## src/rtl/bgf_pkg.sv

```systemverilog
package bgf_pkg;

  localparam int MAX_BYTES_DEF = 256;
  localparam int SIZE_W        = 9;
  localparam int SIZE_MAX      = 2 ** SIZE_W - 1;
  localparam int CNT_W         = 6;
  localparam int DATA_W        = 32;
  localparam int LVL_W         = 11;
  localparam int BUF_W         = 40;
  localparam int NB_W          = 3;

  localparam logic [SIZE_W-1:0] SIZE_RESET = 9'd256;
  localparam logic [CNT_W-1:0]  CNT_MAX    = 6'd32;

  localparam logic FUNC_PUSH = 1'b0;
  localparam logic FUNC_POP  = 1'b1;

  typedef struct packed {
    logic              func;
    logic [CNT_W-1:0]  bit_count;
    logic [DATA_W-1:0] data_in;
  } in_t;

  typedef struct packed {
    logic              ok;
    logic [DATA_W-1:0] data_out;
    logic [LVL_W-1:0]  available_bits;
    logic [LVL_W-1:0]  free_bits;
  } out_t;

  typedef struct packed {
    logic              func;
    logic [2:0]        sh;
    logic [CNT_W-1:0]  cnt;
    logic [NB_W-1:0]   nbytes;
    logic [DATA_W-1:0] data;
  } job_t;

  typedef struct packed {
    logic              done;
    logic [DATA_W-1:0] pop_data;
  } stat_t;

  function automatic logic [DATA_W-1:0] cnt_mask(input logic [CNT_W-1:0] c);
    logic [DATA_W:0] m;
    m = ({{DATA_W{1'b0}}, 1'b1} << c) - {{DATA_W{1'b0}}, 1'b1};
    return m[DATA_W-1:0];
  endfunction

endpackage

```

## src/rtl/bgf_ram.sv

```systemverilog
module bgf_ram #(
  parameter int WIDTH = 8,
  parameter int DEPTH = 256
) (
  input  logic                     clk,
  input  logic                     we,
  input  logic [$clog2(DEPTH)-1:0] waddr,
  input  logic [WIDTH-1:0]         wdata,
  input  logic                     re,
  input  logic [$clog2(DEPTH)-1:0] raddr,
  output logic [WIDTH-1:0]         rdata
);

  logic [WIDTH-1:0] mem [DEPTH];

  always_ff @(posedge clk) begin
    if (we) begin
      mem[waddr] <= wdata;
    end
    if (re) begin
      rdata <= mem[raddr];
    end
  end

endmodule

```

## src/rtl/bgf_seq.sv

```systemverilog
module bgf_seq #(
  parameter int DEPTH = bgf_pkg::MAX_BYTES_DEF
) (
  input  logic                     clk,
  input  logic                     rst_n,
  input  logic                     start,
  input  bgf_pkg::job_t            job,
  input  logic [$clog2(DEPTH)-1:0] start_addr,
  input  logic [$clog2(DEPTH)-1:0] last_addr,
  output bgf_pkg::stat_t           stat
);

  localparam int ADDR_W = $clog2(DEPTH);

  localparam logic [2:0] S_IDLE = 3'd0;
  localparam logic [2:0] S_PRD  = 3'd1;
  localparam logic [2:0] S_PWR  = 3'd2;
  localparam logic [2:0] S_RD   = 3'd3;
  localparam logic [2:0] S_RL   = 3'd4;
  localparam logic [2:0] S_ALN  = 3'd5;

  logic [2:0]                     state_r;
  logic                           done_r;
  logic                           rv_r;
  logic [bgf_pkg::NB_W-1:0]       nleft_r;
  logic [ADDR_W-1:0]              addr_r;
  logic [bgf_pkg::NB_W-1:0]       k_r;
  logic [bgf_pkg::BUF_W-1:0]      buf_r;
  logic [2:0]                     sh_r;
  logic [bgf_pkg::CNT_W-1:0]      cnt_r;
  logic                           merge_r;
  logic [bgf_pkg::DATA_W-1:0]     pop_r;

  logic                           ram_we;
  logic                           ram_re;
  logic [7:0]                     ram_wdata;
  logic [7:0]                     ram_rdata;
  logic [ADDR_W-1:0]              addr_inc;
  logic [7:0]                     keep_mask;
  logic [bgf_pkg::BUF_W-1:0]      push_bits;
  logic [bgf_pkg::BUF_W-1:0]      aligned;

  assign ram_we    = (state_r == S_PWR);
  assign ram_re    = (state_r == S_PRD) || (state_r == S_RD);
  assign keep_mask = ~(8'hFF << sh_r);
  assign ram_wdata = merge_r ? ((ram_rdata & keep_mask) | buf_r[7:0]) : buf_r[7:0];
  assign addr_inc  = (addr_r == last_addr) ? '0 : addr_r + ADDR_W'(1);
  assign push_bits = {8'b0, job.data & bgf_pkg::cnt_mask(job.cnt)} << job.sh;
  assign aligned   = buf_r >> sh_r;

  bgf_ram #(
    .WIDTH (8),
    .DEPTH (DEPTH)
  ) u_ram (
    .clk   (clk),
    .we    (ram_we),
    .waddr (addr_r),
    .wdata (ram_wdata),
    .re    (ram_re),
    .raddr (addr_r),
    .rdata (ram_rdata)
  );

  always_ff @(posedge clk) begin
    if (!rst_n) begin
      state_r <= S_IDLE;
      done_r  <= 1'b0;
      rv_r    <= 1'b0;
      nleft_r <= '0;
    end else begin
      done_r <= 1'b0;
      rv_r   <= ram_re;
      unique case (state_r)
        S_IDLE: begin
          if (start) begin
            nleft_r <= job.nbytes;
            if (job.func == bgf_pkg::FUNC_POP) begin
              state_r <= S_RD;
            end else if (job.sh != 3'd0) begin
              state_r <= S_PRD;
            end else begin
              state_r <= S_PWR;
            end
          end
        end
        S_PRD: begin
          state_r <= S_PWR;
        end
        S_PWR: begin
          nleft_r <= nleft_r - bgf_pkg::NB_W'(1);
          if (nleft_r == bgf_pkg::NB_W'(1)) begin
            state_r <= S_IDLE;
            done_r  <= 1'b1;
          end
        end
        S_RD: begin
          nleft_r <= nleft_r - bgf_pkg::NB_W'(1);
          if (nleft_r == bgf_pkg::NB_W'(1)) begin
            state_r <= S_RL;
          end
        end
        S_RL: begin
          state_r <= S_ALN;
        end
        S_ALN: begin
          state_r <= S_IDLE;
          done_r  <= 1'b1;
        end
        default: begin
          state_r <= S_IDLE;
        end
      endcase
    end
  end

  always_ff @(posedge clk) begin
    if (rv_r && ((state_r == S_RD) || (state_r == S_RL))) begin
      buf_r[{k_r, 3'b000} +: 8] <= ram_rdata;
      k_r                       <= k_r + bgf_pkg::NB_W'(1);
    end
    unique case (state_r)
      S_IDLE: begin
        if (start) begin
          addr_r  <= start_addr;
          k_r     <= '0;
          sh_r    <= job.sh;
          cnt_r   <= job.cnt;
          merge_r <= (job.sh != 3'd0);
          buf_r   <= (job.func == bgf_pkg::FUNC_POP) ? '0 : push_bits;
        end
      end
      S_PWR: begin
        buf_r   <= buf_r >> 8;
        merge_r <= 1'b0;
        addr_r  <= addr_inc;
      end
      S_RD: begin
        addr_r <= addr_inc;
      end
      S_ALN: begin
        pop_r <= aligned[bgf_pkg::DATA_W-1:0] & bgf_pkg::cnt_mask(cnt_r);
      end
      default: begin
      end
    endcase
  end

  assign stat.done     = done_r;
  assign stat.pop_data = pop_r;

endmodule

```

## src/rtl/bit_granular_fifo_unit.sv

```systemverilog
// bit-granular ring fifo held in a byte ram, lsb first
// request: start with in_req (func push/pop, bit_count, data_in), taken at a
// rising edge where start is high and busy is low
// result: out_res valid for exactly one cycle while out_strobe is high; the
// receiver cannot stall, so nothing holds the result back
// configuration: cfg_we writes cfg_data as the ring size in bytes and empties
// the fifo; write it only while busy is low and no result is pending
// latency: a refused or zero-count request gives its result 1 cycle after
// acceptance, busy stays low
// a push touching n bytes (1..5) takes n+2 cycles to its result, plus one
// cycle to read the first byte when the write position is mid-byte
// a pop touching n bytes takes n+4 cycles to its result
// rate: one byte ram access per cycle sets it, busy drops the cycle the
// result appears, so the next request follows after n+2 to n+4 cycles
// reset: positions cleared, size back to 256 bytes, ram contents untouched
module bit_granular_fifo_unit #(
  parameter int MAX_BYTES = bgf_pkg::MAX_BYTES_DEF
) (
  input  logic                       clk,
  input  logic                       rst_n,
  input  logic                       start,
  output logic                       busy,
  input  bgf_pkg::in_t               in_req,
  output logic                       out_strobe,
  output bgf_pkg::out_t              out_res,
  input  logic                       cfg_we,
  input  logic [bgf_pkg::SIZE_W-1:0] cfg_data
);

  localparam int EFF_MAX = (MAX_BYTES < bgf_pkg::SIZE_MAX) ? MAX_BYTES : bgf_pkg::SIZE_MAX;
  localparam int POS_W   = $clog2(EFF_MAX * 8);
  localparam int CAP_W   = POS_W + 1;
  localparam int EB_W    = CAP_W - 3;
  localparam int ADDR_W  = POS_W - 3;

  localparam logic T_IDLE = 1'b0;
  localparam logic T_RUN  = 1'b1;

  function automatic logic [CAP_W-1:0] size_to_cap(input logic [bgf_pkg::SIZE_W-1:0] s);
    logic [EB_W-1:0] eb;
    if (s < bgf_pkg::SIZE_W'(2)) begin
      eb = EB_W'(2);
    end else if (32'(s) > 32'(EFF_MAX)) begin
      eb = EB_W'(EFF_MAX);
    end else begin
      eb = EB_W'(s);
    end
    return {eb, 3'b000};
  endfunction

  logic                       state_r;
  logic [CAP_W-1:0]           cap_r;
  logic [POS_W-1:0]           rd_pos_r;
  logic [POS_W-1:0]           wr_pos_r;
  logic                       func_r;
  logic                       out_strobe_r;
  bgf_pkg::out_t              out_res_r;

  logic [CAP_W-1:0]           held_w;
  logic [CAP_W-1:0]           used_w;
  logic [POS_W-1:0]           held;
  logic [POS_W-1:0]           room;
  logic [bgf_pkg::CNT_W-1:0]  cnt_sat;
  logic                       is_pop;
  logic                       req_ok;
  logic [POS_W-1:0]           cur_pos;
  logic [31:0]                pos_sum;
  logic [POS_W-1:0]           new_pos;
  logic [5:0]                 nb_sum;
  logic                       accept;
  logic                       go;
  bgf_pkg::job_t              job;
  logic [ADDR_W-1:0]          start_addr;
  logic [ADDR_W-1:0]          last_addr;
  bgf_pkg::stat_t             stat;

  always_comb begin
    if (wr_pos_r >= rd_pos_r) begin
      held_w = CAP_W'(wr_pos_r) - CAP_W'(rd_pos_r);
    end else begin
      held_w = cap_r - CAP_W'(rd_pos_r) + CAP_W'(wr_pos_r);
    end
    held   = POS_W'(held_w);
    used_w = held_w + CAP_W'(8);
    room   = (used_w > cap_r) ? '0 : POS_W'(cap_r - used_w);
  end

  assign cnt_sat = (in_req.bit_count > bgf_pkg::CNT_MAX) ? bgf_pkg::CNT_MAX : in_req.bit_count;
  assign is_pop  = (in_req.func == bgf_pkg::FUNC_POP);
  assign req_ok  = is_pop ? (32'(held) >= 32'(cnt_sat)) : (32'(room) >= 32'(cnt_sat));
  assign cur_pos = is_pop ? rd_pos_r : wr_pos_r;
  assign pos_sum = 32'(cur_pos) + 32'(cnt_sat);
  assign new_pos = (pos_sum >= 32'(cap_r)) ? POS_W'(pos_sum - 32'(cap_r)) : POS_W'(pos_sum);
  assign nb_sum  = 6'(cur_pos[2:0]) + 6'(cnt_sat) + 6'd7;
  assign accept  = start && (state_r == T_IDLE);
  assign go      = accept && req_ok && (cnt_sat != '0);

  assign job.func    = in_req.func;
  assign job.sh      = cur_pos[2:0];
  assign job.cnt     = cnt_sat;
  assign job.nbytes  = nb_sum[5:3];
  assign job.data    = in_req.data_in;
  assign start_addr  = cur_pos[POS_W-1:3];
  assign last_addr   = ADDR_W'(cap_r[CAP_W-1:3] - EB_W'(1));

  bgf_seq #(
    .DEPTH (EFF_MAX)
  ) u_seq (
    .clk        (clk),
    .rst_n      (rst_n),
    .start      (go),
    .job        (job),
    .start_addr (start_addr),
    .last_addr  (last_addr),
    .stat       (stat)
  );

  always_ff @(posedge clk) begin
    if (!rst_n) begin
      state_r      <= T_IDLE;
      cap_r        <= size_to_cap(bgf_pkg::SIZE_RESET);
      rd_pos_r     <= '0;
      wr_pos_r     <= '0;
      out_strobe_r <= 1'b0;
    end else begin
      out_strobe_r <= 1'b0;
      if (cfg_we) begin
        cap_r    <= size_to_cap(cfg_data);
        rd_pos_r <= '0;
        wr_pos_r <= '0;
      end else if (accept) begin
        if (go) begin
          state_r <= T_RUN;
          if (is_pop) begin
            rd_pos_r <= new_pos;
          end else begin
            wr_pos_r <= new_pos;
          end
        end else begin
          out_strobe_r <= 1'b1;
        end
      end
      if ((state_r == T_RUN) && stat.done) begin
        state_r      <= T_IDLE;
        out_strobe_r <= 1'b1;
      end
    end
  end

  always_ff @(posedge clk) begin
    if (accept) begin
      func_r <= in_req.func;
      if (!go) begin
        out_res_r.ok             <= req_ok;
        out_res_r.data_out       <= '0;
        out_res_r.available_bits <= bgf_pkg::LVL_W'(held);
        out_res_r.free_bits      <= bgf_pkg::LVL_W'(room);
      end
    end
    if ((state_r == T_RUN) && stat.done) begin
      out_res_r.ok             <= 1'b1;
      out_res_r.data_out       <= (func_r == bgf_pkg::FUNC_POP) ? stat.pop_data : '0;
      out_res_r.available_bits <= bgf_pkg::LVL_W'(held);
      out_res_r.free_bits      <= bgf_pkg::LVL_W'(room);
    end
  end

  assign busy       = (state_r != T_IDLE);
  assign out_strobe = out_strobe_r;
  assign out_res    = out_res_r;

  a_strobe_idle: assert property (@(posedge clk) disable iff (!rst_n)
    out_strobe_r |-> (state_r == T_IDLE))
    else $error("result strobe while a request is still running");

  a_done_run: assert property (@(posedge clk) disable iff (!rst_n)
    stat.done |-> (state_r == T_RUN))
    else $error("sequencer done without a running request");

  a_pos_range: assert property (@(posedge clk) disable iff (!rst_n)
    (CAP_W'(rd_pos_r) < cap_r) && (CAP_W'(wr_pos_r) < cap_r))
    else $error("bit position outside ring capacity");

  a_go_busy: assert property (@(posedge clk) disable iff (!rst_n)
    go |=> busy && !out_strobe_r)
    else $error("started request not marked busy");

endmodule

```

## config.mk

```make
export PLATFORM = sky130hd
export DESIGN_NAME = bit_granular_fifo_unit
export DESIGN_NICKNAME = d
export VERILOG_FILES = /design/src/rtl/bgf_pkg.sv /design/src/rtl/bgf_ram.sv /design/src/rtl/bgf_seq.sv /design/src/rtl/bit_granular_fifo_unit.sv
export SDC_FILE = /design/constraint.sdc
export NUM_CORES = 2
export LEC_CHECK = 0
export BUFFER_PORTS_ARGS = -buffer_cell sky130_fd_sc_hd__buf_2
export CORE_AREA = 3 3 411 413
export DETAILED_ROUTE_END_ITERATION = 10
export DIE_AREA = 0 0 414 416
export GPL_ROUTABILITY_DRIVEN = 0
export PLACE_DENSITY = 0.81
export SYNTH_ARGS = -nofsm -noshare
export SYNTH_HDL_FRONTEND = slang
export SYNTH_SLANG_ARGS = --single-unit
```

## constraint.sdc

```tcl
create_clock -name clk -period 9.4 [get_ports clk]
set_clock_uncertainty 0.2 [all_clocks]
set_input_delay 1.88 -clock clk [delete_from_list [all_inputs] [get_ports clk]]
set_output_delay 1.88 -clock clk [all_outputs]
set_load 0.005 [all_outputs]
```

==> results by stage <==
Synth:
- For this run, asynchronously set or reset flops after synthesis account for 0.
- In the synthesized netlist, the number of instances is roughly 5.0k.
- The most used flip-flop cell after synthesis is sky130_fd_sc_hd__edfxtp_1.
- The number of synthesized flops with an enable pin is about 2.2k.
- The mean post-synth cell area is about 19 um^2.
- The proportion of synthesized chip area in sequential cells is 0.7080.
- Synthesis produced a netlist with a net count of 5184.
- The synthesized netlist occupies a cell area of around 94000 um^2.
- Yosys mapped the design onto between 90 and 100 distinct sky130hd cell types.
- Counting flops and latches in the post-synthesis netlist gives between 2k and 2.5k.
- Yosys printed 0 warnings.

Power:
- In this run the static leakage power is between 30 and 40 nW.
- Of the total power, the share spent switching nets is 0.3352.
- The analysis attributes to net switching a power of 0.01060 W.
- The internal power is ~0.021 W.
- The part of the power in the clock network is 0.263.
- The sequential share of power is 0.406.
- Across the VDD grid, the largest voltage drop is ~530 uV.
- Of the total power, combinational logic draws 0.331.
- The power per standard cell area is ~310 nW/um^2.

Cells and area:
- In the final layout, the multi-input gates occupy around 26000 um^2.
- The final design instance area without fill is between 100000 and 150000 um^2.
- The top cell types in the final layout, fill and taps aside, are 2161 x sky130_fd_sc_hd__edfxtp_1, 660 x sky130_fd_sc_hd__mux4_2, 410 x sky130_fd_sc_hd__nor2_1.
- The final-stage net count is around 5.3k.
- The signed area change from the synthesized netlist to the final layout is 10.17%.
- The most common cell after layout, fill and taps aside is sky130_fd_sc_hd__edfxtp_1.
- The sequential cells in the finished layout cover a total of between 60000 and 70000 um^2.
- The filler cells instantiated in the layout total 10.57k.
- Of the cells placed in the final design, the portion with a size suffix greater than 1 is 0.2358.

Worst setup path:
- The most common cell type on the critical path is sky130_fd_sc_hd__ha_1.
- Among all stages on the critical path, the largest delay is contributed by sky130_fd_sc_hd__nor3_2.
- The critical path in this run is classified as reg -> reg.
- On the critical path the largest part of the delay comes from simple AND/OR/NAND/NOR gates.
- At the worst endpoint, the required time is slightly below 10 ns.
- Data arrives at the worst endpoint at ~8.6 ns.
- On the worst path, the slowest cell contributes a delay of roughly 0.90 ns.
- The number of buffers and inverters on the critical path is 4.
- STA classifies the critical path startpoint as a register.
- The worst setup path is captured at a register.
- Along the worst path, the maximum fanout reaches 15.

Clock tree:
- The TritonCTS clock tree is yes.
- The clock reaches the later pin of the worst-skew pair after 0.89 ns.
- Clock tree synthesis selected as its root buffer the cell sky130_fd_sc_hd__clkbuf_16.
- For this design, the CTS-stage hold fixing added 0 buffers.
- The H-tree was split into 4 levels.
- The CTS clock-pin slew for the worst setup and hold paths is ~0.060 ns.
- The clock sink total is around 2.2k.
- The maximum buffer depth of the clock tree is 3.
- The number of setup buffers added after CTS is 0.
- The number of resized instances in the post-cts repair step is 0.
- In this run, CTS created clock tree buffers numbering around 210.

Timing:
- Setup violations remaining at the end of the flow were counted as 0.
- The highest clock frequency the design can meet is ~0.12 GHz.
- The final-layout setup total negative slack is 0 ns.
- The worst slew slack as a fraction of its limit is 0.08364.
- Setup repair after global routing left no endpoint under its margin.
- The post-layout minimum cycle time is ~8.3 ns.
- For the pin with the worst max-slew slack, the measured transition is between 1 and 1.5 ns.
- The number of hold violations in the final report is 0.
- Dividing the final minimum period by the clock period gives 0.8860.
- The number of pins exceeding their max-slew limit in the final report was 0.

Place:
- The placed instance area is just under 100000 um^2.
- The wire-length estimate of the detail-placed layout is between 100000 and 150000 um.
- In this run the tool buffered the top-level ports with around 110 buffer cells.

Floorplan:
- The total number of placement rows is 149.
- The core outline area is ~170000 um^2.
- The initial standard-cell utilization of the core is 0.5695.
- The floorplan die area is approximately 170000 um^2.
- Measured along the y axis, the die boundary spans about 420 um.
- The floorplan step set the die width to between 400 and 500 um.
- The count of boundary I/O pins is between 100 and 150.

Drt:
- For this run, the detailed router's first-pass iteration total came to 9.
- The count of nets left with antenna violations once routing finished came out at 0.
- The overall via count from detail_route is just over 50k.
- After detailed routing, the number of vias per cell comes to between 6 and 7.
- The number of remaining DRC errors is 0.
- For this block, the routed nets add up to 250000 um of wire.
- In the final routed layout, each cell accounts on average for approximately 33 um.
- The initial detailed-routing violation count is between 7k and 8k.

Global routing:
- The maximum number of pins on one net before global-route repair is around 190.
- The number of antenna violations at the first check in global routing is 10.
- The global-route wire length before repair is 365000 um.
- In the global route stage, overall resource usage came out at 0.2901.
- The number of global-route vias before repair is between 50k and 60k.
- For this run the aggregate overflow at the end of global routing stands at 0.

Hold path:
- In this run the worst hold path is classified as reg -> reg.

Status:
- The flow ran to the end, and the final reports show no timing, DRC or antenna violations.

Flow run:
- Across the run, the number of max-cap violations was 0.
==> cell type report <==
type / count / share of cell area
inverter: 112 / 0.004057
sequential: 2246 / 0.6426
antenna: 4 / 0.00009659
timing repair buffer: 190 / 0.01236
clock inverter: 131 / 0.01188
multi-input combinational: 2378 / 0.2502
clock buffer: 252 / 0.05231
tap: 2189 / 0.02643
==> cell families after synthesis <==
group	Yosys count	synth area share
multiplexers	818	0.1753
buffers and inverters	412	0.01781
adder cells (fa/ha/maj)	96	0.01381
AND/OR/NAND/NOR	936	0.04445
flip-flops	2246	0.7080
AO/OA/AOI/OAI	454	0.03371
XOR/XNOR	74	0.006970
==> worst min-delay path, delay by kind of cell (launching register included) <==
kind               cells  cell delay (ns)
AOI/OAI and AO/OA      1             0.06
and+or+nand+nor        1             0.05
DFF                    1             0.33
==> routing by layer <==
layer  vias up  share of wire  global-route usage
met3       790           0.11             0.06803
met2      4098           0.49              0.4686
met5         -        0.00027                   0
met1     26510           0.34              0.3803
li1      20570              -                   -
met4        10          0.053              0.1315
==> path summary, 6_finish.rpt <==
path / slack (ns) / endpoint / cells after the start / start
max: 1.07 / u_seq.addr_r[6] / 32 / wr_pos_r[0]
min: 0.27 / u_seq.buf_r[31] / 2 / u_seq.buf_r[39]
max reg2reg: 1.07 / u_seq.addr_r[6] / 32 / wr_pos_r[0]
min reg2reg: 0.27 / u_seq.buf_r[31] / 2 / u_seq.buf_r[39]
==> flip-flops by register name (all words and copies together), names as in the netlist <==
| name | count |
|---|---|
| busy | 1 |
| cap_r | 9 |
| func_r | 1 |
| out_res | 55 |
| out_strobe | 1 |
| rd_pos_r | 11 |
| u_seq.addr_r | 8 |
| u_seq.buf_r | 40 |
| u_seq.cnt_r | 6 |
| u_seq.done_r | 1 |
| u_seq.k_r | 3 |
| u_seq.merge_r | 1 |
| u_seq.nleft_r | 3 |
| u_seq.pop_r | 32 |
| u_seq.rv_r | 1 |
| u_seq.sh_r | 3 |
| u_seq.state_r | 3 |
| u_seq.u_ram.mem | 2048 |
| u_seq.u_ram.rdata | 8 |
| wr_pos_r | 11 |
==> cell usage after synthesis (8+ instances only) <==
cell                       instances  area share
sky130_fd_sc_hd__a211oi_1         24      0.0019
sky130_fd_sc_hd__a21o_1           13      0.0010
sky130_fd_sc_hd__a21oi_1          95      0.0051
sky130_fd_sc_hd__a221oi_1         11      0.0010
sky130_fd_sc_hd__a31oi_1          30      0.0020
sky130_fd_sc_hd__and2_1           40      0.0027
sky130_fd_sc_hd__and3_1           20      0.0013
sky130_fd_sc_hd__buf_1            44      0.0018
sky130_fd_sc_hd__buf_2            64      0.0034
sky130_fd_sc_hd__clkbuf_1        183      0.0073
sky130_fd_sc_hd__dfxtp_1          85       0.018
sky130_fd_sc_hd__edfxtp_1       2161        0.69
sky130_fd_sc_hd__fa_1             13      0.0028
sky130_fd_sc_hd__ha_1             83       0.011
sky130_fd_sc_hd__inv_1           106      0.0042
sky130_fd_sc_hd__mux2_2           33      0.0040
sky130_fd_sc_hd__mux2i_1         125       0.013
sky130_fd_sc_hd__mux4_2          660        0.16
sky130_fd_sc_hd__nand2_1         226      0.0090
sky130_fd_sc_hd__nand2b_1         22      0.0015
sky130_fd_sc_hd__nand3_1          74      0.0039
sky130_fd_sc_hd__nand4_1          17      0.0011
sky130_fd_sc_hd__nor2_1          413       0.016
sky130_fd_sc_hd__nor2b_1          40      0.0027
sky130_fd_sc_hd__nor3_1           27      0.0014
sky130_fd_sc_hd__nor4_1            8     0.00053
sky130_fd_sc_hd__o211ai_1         15      0.0012
sky130_fd_sc_hd__o21a_1           16      0.0013
sky130_fd_sc_hd__o21ai_0          95      0.0051
sky130_fd_sc_hd__o21bai_1          9     0.00072
sky130_fd_sc_hd__o221ai_1         20      0.0019
sky130_fd_sc_hd__o221ai_2         10      0.0016
sky130_fd_sc_hd__o22ai_1          17      0.0011
sky130_fd_sc_hd__o31ai_1           8     0.00064
sky130_fd_sc_hd__or2_2            12     0.00080
sky130_fd_sc_hd__or3_1             9     0.00060
sky130_fd_sc_hd__xnor2_1          43      0.0040
sky130_fd_sc_hd__xor2_1           30      0.0028
==> stage by stage <==
stage	total power (W)	setup slack, ns	hold WS [ns]	util	std cells
after CTS	0.03154	1.188	0.2681	0.6274	7498
after global placement	0.02283	1.388	0.2396	0.5871	7115
final	0.03163	1.072	0.2681	0.6274	7502
after global routing	0.03248	0.5002	0.2852	0.6274	7499
after detailed placement	0.02313	1.245	0.2531	0.5871	7115
after floorplan	0.01985	1.654	0.2323	-	5036
==> power groups by stage <==
stage	sequential [W]	combinational [W]	clock, W
after CTS	0.0128	0.0103	0.00838
after detailed placement	0.0130	0.0101	0
after global placement	0.0130	0.00981	0
final	0.0128	0.0105	0.00833
after floorplan	0.0132	0.00664	0
after global routing	0.0129	0.0109	0.00872
No activity file was read; power rests on OpenSTA's default activity.
